**src/rtl/gvbm_addr.sv**
```systemverilog
// gvbm_addr: two stage cell index unit, idx = x + sx*(y + sy*z)
// depends on nothing
module gvbm_addr #(
  parameter int CW = 6,
  parameter int IW = 18
) (
  input  logic          clk,
  input  logic [CW-1:0] x,
  input  logic [CW-1:0] y,
  input  logic [CW-1:0] z,
  input  logic [CW-1:0] sx,
  input  logic [CW-1:0] sy,
  output logic [IW-1:0] idx
);
  localparam int TW = 2 * CW;

  logic [TW-1:0] t;

  always_ff @(posedge clk) begin
    t   <= TW'(y) + TW'(sy) * TW'(z);
    idx <= IW'(x) + IW'(sx) * IW'(t);
  end

endmodule

```
**config.mk**
```make
export PLATFORM = sky130hd
export DESIGN_NAME = gvbm_addr
export DESIGN_NICKNAME = d
export VERILOG_FILES = /design/src/rtl/gvbm_addr.sv
export SDC_FILE = /design/constraint.sdc
export NUM_CORES = 1
export LEC_CHECK = 0
export ABC_AREA = 1
export BUFFER_PORTS_ARGS = -buffer_cell sky130_fd_sc_hd__buf_2
export CAP_MARGIN = 40
export CORE_ASPECT_RATIO = 0.9
export CORE_MARGIN = 5
export CORE_UTILIZATION = 45
export DETAILED_ROUTE_END_ITERATION = 8
export GPL_ROUTABILITY_DRIVEN = 1
export PLACE_DENSITY_LB_ADDON = 0.12
export SLEW_MARGIN = 20
export SYNTH_ARGS = -nofsm -noshare
export SYNTH_HDL_FRONTEND = slang
export SYNTH_SLANG_ARGS = --single-unit
```
**constraint.sdc**
```tcl
create_clock -name clk -period 6.84 [get_ports clk]
set_input_delay 0.684 -clock clk [delete_from_list [all_inputs] [get_ports clk]]
set_output_delay 0.684 -clock clk [all_outputs]
set_load 0.03 [all_outputs]
```
## Word-level counts from Yosys, hierarchy flattened

Cells that the tools add are included.

| storage, ports and cells | value |
|---|---|
| register bits | 30 |
| input bits | 31 |
| output and inout bits | 18 |
| word-level logic and storage cells | 6 |

| cells by class | value |
|---|---|
| $add $sub $neg | 2 |
| multipliers | 2 |

Operator list:

| cell | number |
|---|---|
| adder 6 x 18 -> 18 bit | 1 |
| multiplier 6 x 12 -> 18 bit | 1 |
| adder 6 x 12 -> 12 bit | 1 |
| multiplier 6 x 6 -> 12 bit | 1 |

## Depth between registers and ports, before layout

| depth | value |
|---|---|
| depth after elaboration | 2 |
| gate-level depth with buffers | 19 |

## Worst setup path after synthesis

Ideal clock, no wire load.

| path | value |
|---|---|
| kind | input -> register |
| start point | input sx[5] |
| end point | register idx[16] |
| data arrival time | 4,006 ps |
| path slack | 2,721 ps |
| stages on the path | 16 |
| cell sequence | clkbuf_1 -> nand2_1 -> fa_1 -> fa_1 -> inv_1 -> fa_1 -> fa_1 -> ha_1 -> nand2_1 -> nand2_1 -> a21oi_1 -> nand2_2 -> nand2_1 -> nand2_1 -> nand2_1 -> nand2_1 |

| on the way | value |
|---|---|
| word-level cells in the longest chain between the ends | 2 |

Ends and longest elaborated chain:

| item | line | RTL |
|---|---|---|
| start, declared | 11 | `input logic [CW-1:0] sx,` |
| multiplier 6 x 12 -> 18 bit | 21 | `idx <= IW'(x) + IW'(sx) * IW'(t);` |
| adder 6 x 18 -> 18 bit | 21 |  |
| end signal, assigned | 21 |  |
| end, declared | 13 | `output logic [IW-1:0] idx` |

No other way between the ends.

## Worst setup path after layout

| path | value |
|---|---|
| start point | input sx[5] |
| end point | register idx[12] |

Same word-level chain as after synthesis.

==> flow_metrics.tcl <==
set metrics [dict create \
    status "complete, no violations" \
    cts.path.max_buffers 2 \
    async_flop_share_pct 0 \
    crit_start "sx[5]" \
    r2r-start "t[0]" \
    critical_path_depth 16 \
    cts_buffers 5 \
    cp-endpoint "idx[12]" \
    max_slew_margin_pct 82.1 \
    antenna_found_initial 0 \
    grt_start_max_net_pins 13 \
    wl_microns 9580 \
    clkSinkCount 30 \
    cts-root-buf "clkbuf_16" \
    cts_setup_buffers 0 \
    crit_buf_inv 2 \
    cts_tree "yes" \
    drc_errors 0 \
    drive_gt1_share_pct 10.7 \
    end_kind "flip-flop" \
    critPathTopFamily "adder cells" \
    antenna_left 0 \
    die_area_sq_um 12900 \
    synth_top_area_cell "fa_1" \
    clock_skew_ns 0.00494 \
    grtUsageTotal_pct 16.4 \
    initial_core_util_pct 46.5 \
    yosysMostFrequentCell "nand2_1" \
    holdPathStages 2 \
    syn_avg_cell_area_sq_um 7.34 \
    synth_edf_count 0 \
    path_class "in2reg" \
    drt_iter0_drc 276 \
    worst_setup_path_start_kind "input port" \
    clk_latency_ns 0.28 \
    setup_viol 0 \
    grt_pass1_wl_microns 17500 \
    wire_per_inst_microns 11.4 \
    port-buffer-count 48 \
    drt-vias-per-instance 4.73 \
    clkTransAtPathRegs_ns 0.05 \
    yosysTopAreaCellShare_pct 26.5 \
    finalCriticalPeriod_ns 3.96 \
    drt-pass1-iter-count 5 \
    netlist_instances 658 \
    num_antenna_cells 0 \
    synth_warnings 0 \
    period_share_pct 57.9 \
    cts.repair.resized 0 \
    maxCapViolations 0 \
    ctsHoldBuffers 0 \
    syn_area_sq_um 4830 \
    nets 874 \
    reg2reg_to "idx[12]" \
    reg2reg_depth 15 \
    area_delta_synth_final_pct 12.0 \
    rrSetupSlack_ns 3.06 \
    critPathSlowestCell "fa_1" \
    fmax_ghz 0.252 \
    vias 3955 \
    cp.arrival_ns 4.13 \
    cp_max_fo 12 \
    syn-num-nets 825 \
    grt_pass1_vias 3902 \
    tns_ns 0 \
    synth_cell_types 23 \
    synth_commonest_cells "nand2_1 (222), inv_1 (170), ha_1 (72)" \
    yosysSeqAreaShare_pct 12.4 \
    ys.flop_type "dfxtp_1" \
    critPathMaxStageDelay_ns 0.55 \
    hold_violations 0 \
    core_sq_um 10400 \
    slew_violations 0 \
    worst_pin_slew_ns 0.268 \
    path_common_cell "nand2_1" \
    path_cells "buf_2, nand2_1, fa_1, fa_1, inv_1, fa_1, fa_1, ha_1, nand2_1, nand2_1, a21oi_1, nand2_2, nand2_1, nand2_1, nand2_1, nand2_1" \
    die_h_microns 108 \
    gp_congestion 0.856 \
    cts_max_level 2 \
    holdWs_ns 0.626 \
    required_ns 7.00 \
    synth.ff_latch_count 30 \
    dp_hpwl_microns 8280 \
    gr-total-overflow 0 \
    rows 35 \
    rsz0062_at_grt "no" \
    yosys-top-cells-area "fa_1 (27%), ha_1 (19%), nand2_1 (17%)" \
    io-pin-count 49 \
    die_w_microns 119 \
    hold_class "in2reg" \
]
## worst reg2reg max path, cell delays in order, from the launching register on
cell and delay [ns]:
dfxtp_1 0.45, nand2_1 0.12, fa_1 0.52, fa_1 0.55, inv_1 0.05, fa_1 0.55, fa_1 0.42, ha_1 0.36
nand2_1 0.09, nand2_1 0.06, a21oi_1 0.15, nand2_2 0.10, nand2_1 0.08, nand2_1 0.05, nand2_1 0.05, nand2_1 0.06
## layer usage
layer / GRT usage, % / up-vias / wire [microns]
met2: 24.3 / 102 / 3940
met5: 0 / - / 0
li1: - / 2015 / -
met1: 24.6 / 1822 / 4870
met3: 2.51 / 16 / 588
met4: 4.96 / 0 / 187
## state kept, by name, indices dropped and copies added, names as in the netlist
name and count:
idx 18, t 12
## metrics by stage
stage | util [%] | instances | worst slack, ns | cell area [sq um]
2_1_floorplan | - | 658 | 2.72 | 4830
3_3_place_gp | 50.2 | 829 | 2.64 | 5210
3_5_place_dp | 50.2 | 829 | 2.58 | 5210
4_1_cts | 52.1 | 837 | 2.88 | 5410
5_1_grt | 52.1 | 837 | 2.66 | 5410
6_report | 52.1 | 837 | 2.88 | 5410
## final cells by class
| class | count | area (sq um) |
|---|---|---|
| Clock buffer | 6 | 139 |
| Inverter | 175 | 657 |
| Multi-Input combinational cell | 447 | 3550 |
| Clock inverter | 2 | 60.1 |
| Timing Repair Buffer | 48 | 240 |
| Tap cell | 129 | 161 |
| Sequential cell | 30 | 601 |
| Fill cell | 1015 | 4970 |
## cells in the final DEF, fill, tap and decap left out, types with 2 or more instances in the layout
cell	count
buf_2	48
ha_1	72
bufinv_16	2
clkbuf_16	5
a21oi_1	12
nor2_1	17
nand4_1	3
nand2_2	10
or2_1	2
fa_1	64
xnor2_1	4
nand2_1	222
inv_1	170
nand3b_1	2
xor2_1	11
inv_2	5
dfxtp_1	30
nor3_2	3
nand3_1	19
## worst min-delay path by stage
stage / from / end / slack [ns]
finish: y[0] / t[0] / 0.63
global route: y[0] / t[0] / 0.64
CTS: y[0] / t[0] / 0.62
detailed placement: t[0] / idx[0] / 0.72
global placement: t[0] / idx[0] / 0.71
floorplan: t[0] / idx[0] / 0.59
## logic make-up (layout without fill, tap and decap cells)
family                     after synthesis  after routing  synth area share, %
and+or+nand+nor                        280            280                 23.7
AOI/OAI and AO/OA                       16             16                 1.84
adders and majority gates              136            136                 45.2
DFF                                     30             30                 12.4
buffers and inverters                  181            231                 14.1
xor gates and xnor gates                15             15                 2.72
Power is not shown: default switching activity piles up to over one toggle a cycle in this logic, so the estimate is an artifact.
