<file path="src/rtl/gvbm_pkg.sv">
// gvbm_pkg: shared types and constants of the greedy voxel box merger
// depends on nothing
package gvbm_pkg;

  localparam int MASK_WORDS = 512;
  localparam int WORD_AW = 9;
  localparam int SIZE_W = 6;

  localparam logic FUNC_LOAD = 1'b0;
  localparam logic FUNC_FETCH = 1'b1;

  localparam logic [1:0] CFG_SIZE_X = 2'd0;
  localparam logic [1:0] CFG_SIZE_Y = 2'd1;
  localparam logic [1:0] CFG_SIZE_Z = 2'd2;

  typedef struct packed {
    logic        func;
    logic [8:0]  word_index;
    logic [63:0] mask_word;
  } cmd_t;

  typedef struct packed {
    logic       box_valid;
    logic [4:0] start_x;
    logic [4:0] start_y;
    logic [4:0] start_z;
    logic [5:0] len_x;
    logic [5:0] len_y;
    logic [5:0] len_z;
    logic       done_res;
  } res_t;

  typedef struct packed {
    logic               we;
    logic [WORD_AW-1:0] waddr;
    logic [63:0]        wdata;
    logic               re;
    logic [WORD_AW-1:0] raddr;
  } mem_req_t;

endpackage

</file>
<file path="src/rtl/gvbm_ctrl.sv">
// gvbm_ctrl: scan, grow and clear sequencer with size registers
// depends on gvbm_pkg, drives gvbm_addr and gvbm_ram from the top level
module gvbm_ctrl #(
  parameter int MAX_DIM = 32,
  parameter int CW = 6,
  parameter int IW = 18
) (
  input  logic                             clk,
  input  logic                             rst,
  input  logic                             start,
  input  gvbm_pkg::cmd_t                   cmd,
  input  logic                             wr_en,
  input  logic [1:0]                       wr_index,
  input  logic [gvbm_pkg::SIZE_W-1:0]      wr_data,
  output logic                             busy,
  output logic                             result_valid,
  output gvbm_pkg::res_t                   result,
  output gvbm_pkg::mem_req_t               mem_req,
  input  logic [63:0]                      mem_rdata,
  input  logic [IW-1:0]                    idx,
  output logic [CW-1:0]                    ax,
  output logic [CW-1:0]                    ay,
  output logic [CW-1:0]                    az,
  output logic [CW-1:0]                    sx,
  output logic [CW-1:0]                    sy
);
  import gvbm_pkg::*;

  localparam logic [2:0] ST_IDLE = 3'd0;
  localparam logic [2:0] ST_A1   = 3'd1;
  localparam logic [2:0] ST_A2   = 3'd2;
  localparam logic [2:0] ST_RD   = 3'd3;
  localparam logic [2:0] ST_USE  = 3'd4;
  localparam logic [2:0] ST_GZ0  = 3'd5;
  localparam logic [2:0] ST_CL0  = 3'd6;

  localparam logic [1:0] MODE_SCAN = 2'd0;
  localparam logic [1:0] MODE_GY   = 2'd1;
  localparam logic [1:0] MODE_GZ   = 2'd2;
  localparam logic [1:0] MODE_CLR  = 2'd3;

  localparam int CELL_LIMIT = MASK_WORDS * 64;

  localparam res_t RES_DONE = '{done_res: 1'b1, default: '0};

  logic [2:0] state;
  logic [1:0] mode;
  logic [SIZE_W-1:0] size_x, size_y, size_z;
  logic [CW-1:0] sz;
  logic [CW-1:0] scan_x, scan_y, scan_z, run_start;
  logic run_active, scan_finished;
  logic [CW-1:0] cur_x, cur_y, cur_z;
  logic [CW-1:0] bx, ex, by, bz, ey, ez;
  logic rd_ok;
  logic [5:0] bitpos;
  logic cell_set;

  logic s_commit, s_active, s_fin;
  logic [CW-1:0] s_bx, s_ex, s_run_start, s_nx, s_ny, s_nz;

  function automatic logic [CW-1:0] eff(input logic [SIZE_W-1:0] v);
    logic [CW-1:0] r;
    if (v == '0) begin
      r = CW'(1);
    end else if ({1'b0, v} > 7'(MAX_DIM)) begin
      r = CW'(MAX_DIM);
    end else begin
      r = CW'(v);
    end
    return r;
  endfunction

  assign sx = eff(size_x);
  assign sy = eff(size_y);
  assign sz = eff(size_z);
  assign ax = cur_x;
  assign ay = cur_y;
  assign az = cur_z;
  assign busy = (state != ST_IDLE);
  assign cell_set = rd_ok & mem_rdata[bitpos];

  always_comb begin
    s_commit = 1'b0;
    s_bx = run_start;
    s_ex = scan_x - CW'(1);
    s_run_start = run_start;
    s_active = run_active;
    s_nx = scan_x + CW'(1);
    s_ny = scan_y;
    s_nz = scan_z;
    s_fin = scan_finished;
    if (!cell_set) begin
      if (run_active) begin
        s_commit = 1'b1;
      end
    end else if (!run_active) begin
      s_active = 1'b1;
      s_run_start = scan_x;
      s_bx = scan_x;
    end
    if (scan_x + CW'(1) >= sx) begin
      if (cell_set) begin
        s_commit = 1'b1;
        s_ex = sx - CW'(1);
      end
      s_nx = '0;
      s_ny = scan_y + CW'(1);
      if (s_ny >= sy) begin
        s_ny = '0;
        s_nz = scan_z + CW'(1);
        if (s_nz >= sz) begin
          s_nz = '0;
          s_fin = 1'b1;
        end
      end
    end
    if (s_commit) begin
      s_active = 1'b0;
    end
  end

  always_comb begin
    mem_req.we = 1'b0;
    mem_req.waddr = idx[WORD_AW+5:6];
    mem_req.wdata = mem_rdata & ~(64'd1 << bitpos);
    mem_req.re = (state == ST_RD);
    mem_req.raddr = idx[WORD_AW+5:6];
    if (state == ST_IDLE && start && cmd.func == FUNC_LOAD) begin
      mem_req.we = 1'b1;
      mem_req.waddr = cmd.word_index;
      mem_req.wdata = cmd.mask_word;
    end else if (state == ST_USE && mode == MODE_CLR) begin
      mem_req.we = rd_ok;
    end
  end

  always_ff @(posedge clk) begin
    if (rst) begin
      state <= ST_IDLE;
      mode <= MODE_SCAN;
      size_x <= SIZE_W'(32);
      size_y <= SIZE_W'(32);
      size_z <= SIZE_W'(32);
      scan_x <= '0;
      scan_y <= '0;
      scan_z <= '0;
      run_active <= 1'b0;
      run_start <= '0;
      scan_finished <= 1'b0;
      result_valid <= 1'b0;
    end else begin
      result_valid <= 1'b0;
      unique case (state)
        ST_IDLE: begin
          if (wr_en) begin
            case (wr_index)
              CFG_SIZE_X: size_x <= wr_data;
              CFG_SIZE_Y: size_y <= wr_data;
              CFG_SIZE_Z: size_z <= wr_data;
              default: ;
            endcase
          end
          if ((wr_en && wr_index <= CFG_SIZE_Z) || (start && cmd.func == FUNC_LOAD)) begin
            scan_x <= '0;
            scan_y <= '0;
            scan_z <= '0;
            run_active <= 1'b0;
            run_start <= '0;
            scan_finished <= 1'b0;
          end
          if (start && cmd.func == FUNC_FETCH) begin
            if (scan_finished) begin
              result <= RES_DONE;
              result_valid <= 1'b1;
            end else begin
              cur_x <= scan_x;
              cur_y <= scan_y;
              cur_z <= scan_z;
              mode <= MODE_SCAN;
              state <= ST_A1;
            end
          end
        end
        ST_A1: state <= ST_A2;
        ST_A2: state <= ST_RD;
        ST_RD: begin
          rd_ok <= (idx < IW'(CELL_LIMIT));
          bitpos <= idx[5:0];
          state <= ST_USE;
        end
        ST_USE: begin
          case (mode)
            MODE_SCAN: begin
              scan_x <= s_nx;
              scan_y <= s_ny;
              scan_z <= s_nz;
              run_active <= s_active;
              run_start <= s_run_start;
              scan_finished <= s_fin;
              if (s_commit) begin
                bx <= s_bx;
                ex <= s_ex;
                by <= scan_y;
                bz <= scan_z;
                if (scan_y + CW'(1) < sy) begin
                  cur_x <= s_bx;
                  cur_y <= scan_y + CW'(1);
                  cur_z <= scan_z;
                  mode <= MODE_GY;
                  state <= ST_A1;
                end else begin
                  ey <= scan_y;
                  state <= ST_GZ0;
                end
              end else if (s_fin) begin
                result <= RES_DONE;
                result_valid <= 1'b1;
                state <= ST_IDLE;
              end else begin
                cur_x <= s_nx;
                cur_y <= s_ny;
                cur_z <= s_nz;
                state <= ST_A1;
              end
            end
            MODE_GY: begin
              if (!cell_set) begin
                ey <= cur_y - CW'(1);
                state <= ST_GZ0;
              end else if (cur_x != ex) begin
                cur_x <= cur_x + CW'(1);
                state <= ST_A1;
              end else if (cur_y + CW'(1) < sy) begin
                cur_y <= cur_y + CW'(1);
                cur_x <= bx;
                state <= ST_A1;
              end else begin
                ey <= cur_y;
                state <= ST_GZ0;
              end
            end
            MODE_GZ: begin
              if (!cell_set) begin
                ez <= cur_z - CW'(1);
                state <= ST_CL0;
              end else if (cur_x != ex) begin
                cur_x <= cur_x + CW'(1);
                state <= ST_A1;
              end else if (cur_y != ey) begin
                cur_y <= cur_y + CW'(1);
                cur_x <= bx;
                state <= ST_A1;
              end else if (cur_z + CW'(1) < sz) begin
                cur_z <= cur_z + CW'(1);
                cur_y <= by;
                cur_x <= bx;
                state <= ST_A1;
              end else begin
                ez <= cur_z;
                state <= ST_CL0;
              end
            end
            default: begin
              if (cur_x != ex) begin
                cur_x <= cur_x + CW'(1);
                state <= ST_A1;
              end else if (cur_y != ey) begin
                cur_y <= cur_y + CW'(1);
                cur_x <= bx;
                state <= ST_A1;
              end else if (cur_z != ez) begin
                cur_z <= cur_z + CW'(1);
                cur_y <= by;
                cur_x <= bx;
                state <= ST_A1;
              end else begin
                result.box_valid <= 1'b1;
                result.start_x <= 5'(bx);
                result.start_y <= 5'(by);
                result.start_z <= 5'(bz);
                result.len_x <= 6'(ex - bx + CW'(1));
                result.len_y <= 6'(ey - by + CW'(1));
                result.len_z <= 6'(ez - bz + CW'(1));
                result.done_res <= 1'b0;
                result_valid <= 1'b1;
                state <= ST_IDLE;
              end
            end
          endcase
        end
        ST_GZ0: begin
          if (bz + CW'(1) < sz) begin
            cur_x <= bx;
            cur_y <= by;
            cur_z <= bz + CW'(1);
            mode <= MODE_GZ;
            state <= ST_A1;
          end else begin
            ez <= bz;
            state <= ST_CL0;
          end
        end
        ST_CL0: begin
          cur_x <= bx;
          cur_y <= by;
          cur_z <= bz;
          mode <= MODE_CLR;
          state <= ST_A1;
        end
        default: state <= ST_IDLE;
      endcase
    end
  end

`ifndef NO_ASSERTIONS
  a_result_idle: assert property (@(posedge clk) disable iff (rst)
    result_valid |-> state == ST_IDLE)
    else $error("result transfer outside idle");
  a_write_slot: assert property (@(posedge clk) disable iff (rst)
    mem_req.we |-> (state == ST_IDLE || (state == ST_USE && mode == MODE_CLR)))
    else $error("mask write in wrong state");
  a_fin_no_run: assert property (@(posedge clk) disable iff (rst)
    scan_finished |-> !run_active)
    else $error("open run after scan end");
  a_read_then_use: assert property (@(posedge clk) disable iff (rst)
    state == ST_RD |=> state == ST_USE)
    else $error("read not followed by use");
`endif

endmodule

</file>
<file path="config.mk">
export PLATFORM = sky130hd
export DESIGN_NAME = gvbm_ctrl
export DESIGN_NICKNAME = d
export VERILOG_FILES = /design/src/rtl/gvbm_pkg.sv /design/src/rtl/gvbm_ctrl.sv
export SDC_FILE = /design/constraint.sdc
export NUM_CORES = 1
export LEC_CHECK = 0
export BUFFER_PORTS_ARGS = -buffer_cell sky130_fd_sc_hd__buf_2
export CAP_MARGIN = 20
export CORE_ASPECT_RATIO = 0.8
export CORE_MARGIN = 3
export CORE_UTILIZATION = 55
export DETAILED_ROUTE_END_ITERATION = 10
export GPL_TIMING_DRIVEN = 0
export PLACE_DENSITY = 0.83
export SKIP_CTS_REPAIR_TIMING = 1
export SLEW_MARGIN = 20
export SYNTH_ARGS = -nofsm -noshare
export SYNTH_HDL_FRONTEND = slang
export SYNTH_SLANG_ARGS = --single-unit
</file>
<file path="constraint.sdc">
create_clock -name clk -period 14.3 [get_ports clk]
set_clock_uncertainty 0.2 [all_clocks]
set_input_delay 1.43 -clock clk [delete_from_list [all_inputs] [get_ports clk]]
set_output_delay 1.43 -clock clk [all_outputs]
set_load 0.02 [all_outputs]
</file>
# Word level (Yosys, flattened, before mapping)
# Index checks and enable logic that the tools add are counted.
# op_classes
addsub	17
n_lt_le_gt_ge	13
n_eq_ne	54
shifts	1
muxes	151
bitwise_logic	5
reduce_logical	34
# ops
cell	n
$mux 6	77
$mux 35	7
$pmux 35 s2	2
$mux 73	1
$pmux 6 s2	6
$pmux 6 s4	3
$and 64x64->64	1
$not 64->64	1
$shl 1x6->64 const A	1
$add 6x1->6 const B	10
$pmux 6 s3	3
$ne 3x3->1 const B	15
$mux 3	12
$reduce_and 15->1	2
$mux 1	26
$lt 6x6->1	4
$sub 6x1->6 const B	4
$pmux 3 s7	1
$reduce_and 7->1	3
$ge 6x6->1	3
$gt 6x6->1 const B	3
$logic_not 6->1	3
$lt 18x16->1 const B	1
$ne 2x2->1 const B	9
other kinds (36)	77
# totals
regBits	146
input_bits	168
out_inout_bits	151
word_cells	306

# Logic depth before layout (Yosys ltp)
# Gate-level depths: netlist of run 1.
# depth
depth_word	11
ltp_mapped	14

# Worst setup path before layout of run 1
# Ideal clock, no wire load.
# synth_path
kind	in2reg
from	in mem_rdata[25]
to	reg bx[0] (enable)
setup_ns	0.435
arrival_time_ns	4.791
required_time_ns	13.665
slack_ns	8.874
stages	8
path_cell_list	mux4_1 -> mux2_2 -> a2bb2oi_1 -> and3_4 -> or2_1 -> buf_6 -> a21o_1 -> nor3_1
# synth_via
elab_chain_len	7
# synth_lines
element	line	rtl
from (decl)	gvbm_ctrl.sv:19	input logic [63:0] mem_rdata,
$bmux 1 s6 (*)	gvbm_ctrl.sv:80	assign cell_set = rd_ok & mem_rdata[bitpos];
$mux 1 (not written as such) (*)	gvbm_ctrl.sv:80	
$and 1x1->1 (*)	gvbm_ctrl.sv:80	
$mux 1	gvbm_ctrl.sv:92	if (!cell_set) begin
$mux 1	gvbm_ctrl.sv:102	if (cell_set) begin
$mux 1 (*)	gvbm_ctrl.sv:101	if (scan_x + CW'(1) >= sx) begin
$reduce_and 4->1 (no line) (*)	n/a	
to (signal assigned)	gvbm_ctrl.sv:201	bx <= s_bx;
to (decl)	gvbm_ctrl.sv:53	logic [CW-1:0] bx, ex, by, bz, ey, ez;
# Mark *: on every way between the ends. The rest lies on a longest branch, timed or not. The select of a mux whose other input is x is not followed.
# A chain may end at the register's enable or synchronous reset.

==> results of run 1 <==
through the flow:
stage | setup slack (ns) | instance area (um^2) | power (mW) | hold slack (ns) | cells
global placement | 7.56 | 13400 | 0.647 | 0.209 | 1961
global route | 8.31 | 14100 | 1.15 | 0.242 | 1998
finish | 8.48 | 14100 | 1.12 | 0.227 | 1998
CTS | 8.66 | 14100 | 1.11 | 0.236 | 1996
detailed placement | 8.79 | 13400 | 0.649 | 0.220 | 1964
floorplan | 8.87 | 11500 | 0.570 | 0.206 | 1381
worst max-delay path, delay by kind of cell, from the launching register on:
family                 cells  cell delay (ns)
AO/OA/AOI/OAI              1             0.18
buffers and inverters      7             2.16
flip-flops                 1             0.30
AND/OR/NAND/NOR            4             1.08
how the worst min path moves through the flow:
stage | startpoint | endpoint | depth (start not counted)
2_1_floorplan | scan_y[2]$_SDFFE_PP0P_ | by[2]$_DFFE_PP_ | 0
3_3_place_gp | scan_z[3]$_SDFFE_PP0P_ | bz[3]$_DFFE_PP_ | 0
3_5_place_dp | scan_z[3]$_SDFFE_PP0P_ | bz[3]$_DFFE_PP_ | 0
4_1_cts | scan_z[3]$_SDFFE_PP0P_ | bz[3]$_DFFE_PP_ | 0
5_1_grt | scan_z[3]$_SDFFE_PP0P_ | bz[3]$_DFFE_PP_ | 0
6_report | scan_z[3]$_SDFFE_PP0P_ | bz[3]$_DFFE_PP_ | 0
synthesized netlist by cell type (all sizes together), types with 36 or more instances:
| master | count | area share, % |
|---|---|---|
| a21oi | 59 | 2.7 |
| clkbuf | 73 | 2.4 |
| dfxtp | 50 | 8.7 |
| edfxtp | 96 | 25 |
| ha | 75 | 8.2 |
| inv | 72 | 2.4 |
| mux2i | 36 | 3.1 |
| nand2 | 175 | 5.7 |
| nand3 | 54 | 2.4 |
| nor2 | 127 | 4.2 |
| o21ai | 167 | 7.3 |
| xnor2 | 45 | 3.4 |
power by group:
| group | internal, mW | switching (mW) | leakage, nW |
|---|---|---|---|
| registers | 0.449 | 0.00444 | 1.30 |
| logic | 0.0682 | 0.124 | 4.46 |
| clock network | 0.277 | 0.196 | 0.282 |
layout make-up:
| class | instances | area (um^2) |
|---|---|---|
| diodes | 2 | 5.00 |
| plain buffers | 96 | 457 |
| clock buffers | 18 | 429 |
| clock inverters | 14 | 176 |
| fillers | 1665 | 6080 |
| inverters | 73 | 274 |
| multi-input cells | 1066 | 6890 |
| flip-flops and latches | 146 | 3880 |
| well taps | 264 | 330 |
| repair buffers | 319 | 1620 |
layer usage:
| metal | vias up | part of all wire [%] |
|---|---|---|
| met3 | 128 | 13 |
| met4 | 0 | 3.4 |
| met2 | 962 | 45 |
| li1 | 5661 | - |
| met5 | - | 0 |
| met1 | 5922 | 39 |
sequential cells by signal (all words and copies together) (netlist names), 3 cells and up:
name / count
ax: 6
ay: 6
az: 6
bitpos: 6
bx: 6
by: 6
bz: 6
ex: 6
ey: 6
ez: 6
result: 35
run_start: 6
scan_x: 6
scan_y: 6
scan_z: 6
size_x: 6
size_y: 6
size_z: 6
state: 3
logic make-up (layout without fill, tap and decap cells):
family	Yosys count	in the layout
simple gates	484	484
compound gates	364	364
buf+inv	169	520
flops	146	146
xor+xnor	79	79
fa+ha+maj	78	78
mux	61	61
other cells	0	2
==> qor.csv, run 1 <==
metric,value,unit
rr_startpoint,scan_y[0]$_SDFFE_PP0P_,
period_share,40.7,%
grt_pass1_vias,11700,
synthDistinctLibCells,78,
rsz0062_at_grt,false,
syn_area,0.0115,mm^2
dieArea,0.0227,mm^2
synth-warning-count,0,
hp-class,reg -> reg,
synth-simple-area-share,19.2,%
path_class,reg -> out,
io_pins,319,
cts_max_level,4,
grt_busiest_layer,met2,
power.density,79.5,mW/mm^2
startpoint,state[1]$_SDFFE_PP0P_,
worstSkewPairLatency,0.45,ns
synth_flop_cell,edfxtp_1,
vias_per_cell,6.34,
final_cell_mix,"319 x buf_2, 175 x nand2_1, 167 x o21ai_0, 125 x nor2_1, 96 x edfxtp_1",
synth_fa_ha_area_share,8.70,%
grt_max_degree,36,
grt_pass1_wl,65400,um
grt_overflow,0,
die_w,168,um
vdd_drop_max,0.0000822,V
synth.avg_cell_area,8.31,um^2
rr_worst_depth,13,
drive_above_1_share,23.8,%
synthToLayoutAreaGrowth,22.5,%
drc,0,
port_buffers,316,
synth_mux_area_share,6.11,%
cts-root-buf,clkbuf_16,
slowest_stage,clkbuf_1,
cp-start-kind,flop,
cap_violations,0,
crit_end,mem_req[54],
clock_sink_count,146,
max_slew_margin,16.4,%
synth_cells,1381,
rrSetupSlack,8.92,ns
vias,12700,
place_congestion,0.968,
cts-buffers-inserted,17,
cts_buffer_depth,2,
chipHeight,135,um
worst_pin_slew,1.24,ns
r2r-end,ay[4]$_DFFE_PP_,
nets,1965,
total_leakage_power,6.04,nW
grt_util_met1,49.9,%
setup_viol,0,
worstPathCellList,"clkbuf_1, or2_2, clkbuf_1, nor2_1, inv_1, nor2_1, clkbuf_1, buf_1, clkbuf_1, nand2_1, o21ai_0, buf_2",
finalHoldViolations,0,
start_util,57.0,%
synthXorXnorAreaFrac,6.03,%
cpPeakStageDelay,0.53,ns
drtIter0Drc,1772,
synth-compound-area-share,19.7,%
num_rows,46,
setup_tns,0,ns
path_clk_slew,0.07,ns
crit_fanout,10,
synth-seq-area-share,33.8,%
grt_antenna_before_repair,2,
ys_ff_latch,146,
drtPass1Iterations,9,
final_max_slew_viol_count,0,
grtUsageMet3,9.07,%
synthArstFlopShare,0,%
antenna_left,0,
grtUsageTotal,36.8,%
cts_tree,done,
grt.met2_usage,58.3,%
synth_edf_count,96,
final_common_cell,buf_2,
fmax,0.172,GHz
wl_per_cell,21.7,um
routed_wl,43500,um
coreArea,0.0201,mm^2
cpMostUsedCell,clkbuf_1,
outcome,finished clean,
worstPathRequired,12.67,ns
cp-end-kind,output port,
period_needed,5.82,ns
synth_top_family_by_area,compound AO/OA/AOI/OAI gates,
dpl.hpwl,34100,um
arrival,4.19,ns
synth_fp_nets,1627,
final_core_util,69.8,%
No activity file was read; power rests on OpenSTA's default activity.
==> inputs of run 2 (changes only) <==
Settings changed: ABC_AREA from default to 1, CORE_UTILIZATION 55 to 49, PLACE_DENSITY 0.83 to 0.78.
Clock period 14.3 ns to 4.75 ns, I/O delays scaled along.
==> run 2 against run 1 <==
  * Total power grew to 3.7 times the previous value
  * Critical endpoint is now az[4]$_DFFE_PP_
  * Sequential share of layout area shrank 0.97 points
  * Largest cell class unchanged
  * Critical path type is now reg -> reg
  * Area after synthesis grew 3.3%
  * Final cell count grew 19%
  * Register-to-register slack lost 8.7 ns
  * Sequential power grew to 3.2 times the previous value
  * Design area grew 3.6%
==> qor.csv, run 2 <==
metric,value,unit
clock_sink_count,146,
outcome,finished clean,
hold_ws,0.00544,ns
coreArea,0.0236,mm^2
synth.area.top_cells,"edfxtp_1 24%, nand2_1 13%, nand3_1 9.8%",
total_leakage_power,7.01,nW
max_slew_margin,30.9,%
grtUsageTotal,37.9,%
rrSetupSlack,0.20,ns
cts-buffers-inserted,17,
arrival,4.44,ns
worstSkewPairLatency,0.44,ns
start_util,50.3,%
place_congestion,1.01,
grt_max_degree,20,
crit_fanout,8,
worstPathCellList,"clkbuf_1, nand3_1, nor2_1, nand2_1, xor2_1, inv_1, ha_1, a21oi_1, o21a_1, nand3_1, nand2_1, inv_1, nand2_1, nand2_1, nand3_1, nor2_1, nor3_4",
hold_depth,1,
drive_above_1_share,20.3,%
final_cell_mix,"402 x nand2_1, 328 x buf_2, 233 x nand3_1, 183 x inv_1, 160 x nor2_1",
cts_buffer_depth,2,
power.density,281,mW/mm^2
dp.cells,2339,
r2r-end,az[4]$_DFFE_PP_,
largest_reg_flops,35,
slowest_stage,nand2_1,
worst_pin_slew,1.03,ns
vdd_drop_max,0.000237,V
period_share,95.9,%
cpMostUsedCell,nand2_1,
cts_max_level,4,
hp-class,in -> reg,
grt_overflow,0,
startpoint,scan_x[2]$_SDFFE_PP0P_,
ys_ff_latch,146,
synthToLayoutAreaGrowth,22.9,%
rr_startpoint,scan_x[2]$_SDFFE_PP0P_,
cap_violations,0,
top_register,result,
wl_per_cell,21.7,um
synth_edf_count,96,
chipHeight,145,um
synth-warning-count,0,
port_buffers,318,
nets,2294,
antenna_left,0,
synth_top_area_share,24.3,%
routed_wl,51500,um
drtPass1Iterations,6,
num_rows,50,
syn_area,0.0119,mm^2
hold_start,idx[1],
synth.avg_cell_area,6.96,um^2
synth-seq-area-share,32.7,%
synth_top_area_cell,edfxtp_1,
yosysMostFrequentCell,nand2_1,
drc,0,
synth_fp_nets,1951,
path_class,reg -> reg,
vias_per_cell,5.88,
period_needed,4.55,ns
cp-end-kind,flop,
ys_top_cells_by_count,"402 x nand2_1, 233 x nand3_1, 183 x inv_1",
fin_ws,0.195,ns
fin_cells,2374,
p_total,4.10,mW
worstPathRequired,4.64,ns
io_pins,319,
cpPeakStageDelay,0.43,ns
vias,14000,
final_cell_area,0.0146,mm^2
setup_viol,0,
die_w,180,um
dieArea,0.0261,mm^2
grt_pass1_wl,76300,um
fmax,0.220,GHz
synth_cells,1705,
synthArstFlopShare,0,%
dpl.hpwl,41800,um
synthDistinctLibCells,48,
path_clk_slew,0.07,ns
drtIter0Drc,1708,
final_common_cell,nand2_1,
cts_tree,done,
setup_tns,0,ns
cts-root-buf,clkbuf_16,
final_max_slew_viol_count,0,
dpl_worst_slack,-0.0452,ns
final_core_util,61.8,%
grt_antenna_before_repair,4,
finalHoldViolations,0,
hold_end,bitpos[1]$_DFFE_PP_,
postPlaceCellArea,0.0139,mm^2
rr_worst_depth,17,
synth_flop_cell,edfxtp_1,
cp-start-kind,flop,
grt_pass1_vias,13000,
-- run 2: cell types whose count changed after synthesis, sizes merged, moves of 38 or more --
cell	before	now
nand3	54	235
nand4	14	52
o21ai	167	75
nor2	127	168
nand2	175	406
inv	72	189
-- run 2: kinds of logic after synthesis --
kind of cell             count (synthesis)  synth area share, %
AND/OR/NAND/NOR                        895                 32.8
buffers and inverters                  288                 9.85
AO/OA/AOI/OAI                          235                 11.3
flip-flops                             146                 32.7
adder cells (fa/ha/maj)                 78                 8.42
XOR/XNOR                                50                 3.69
multiplexers                            13                 1.21
-- run 2: report_power, final --
part           switching [mW]  internal (mW)  leakage (nW)
Combinational           0.867          0.385          5.44
Sequential             0.0503           1.42          1.27
Clock                   0.630          0.749         0.294
-- run 2: how the worst max path moves through the flow --
stage,endpoint,slack [ns],cells past startpoint
after floorplan,result[0]$_SDFFCE_PN1P_,0.02,16
after global placement,by[3]$_DFFE_PP_,-1.48,15
after detailed placement,az[4]$_DFFE_PP_,-0.05,17
after CTS,az[0]$_DFFE_PP_,-0.14,17
after global routing,ay[5]$_DFFE_PP_,-0.002,17
final,az[4]$_DFFE_PP_,0.20,17
-- run 2: cell type report --
type,count,area [um^2]
multi-input combinational,1271,6870
clock buffer,17,425
clock inverter,15,166
fill,2240,9010
buffer,96,448
antenna,1,2.50
timing repair buffer,324,1680
inverter,192,721
sequential,146,3880
tap,312,390
-- run 2: critical path: cells and delay by family (launching register included) --
| kind | cells | cell delay (ns) |
|---|---|---|
| AOI/OAI and AO/OA | 2 | 0.28 |
| xor gates and xnor gates | 1 | 0.28 |
| adders and majority gates | 1 | 0.31 |
| buffers and inverters | 3 | 0.63 |
| DFF | 1 | 0.32 |
| and+or+nand+nor | 10 | 2.17 |
-- run 2: per-layer routing --
metal	GRT usage (%)	wire, um	up-vias
met4	15.6	2320	4
li1	-	-	6429
met2	57.6	21900	984
met1	51.3	20800	6431
met3	9.85	6490	116
met5	0	29	-
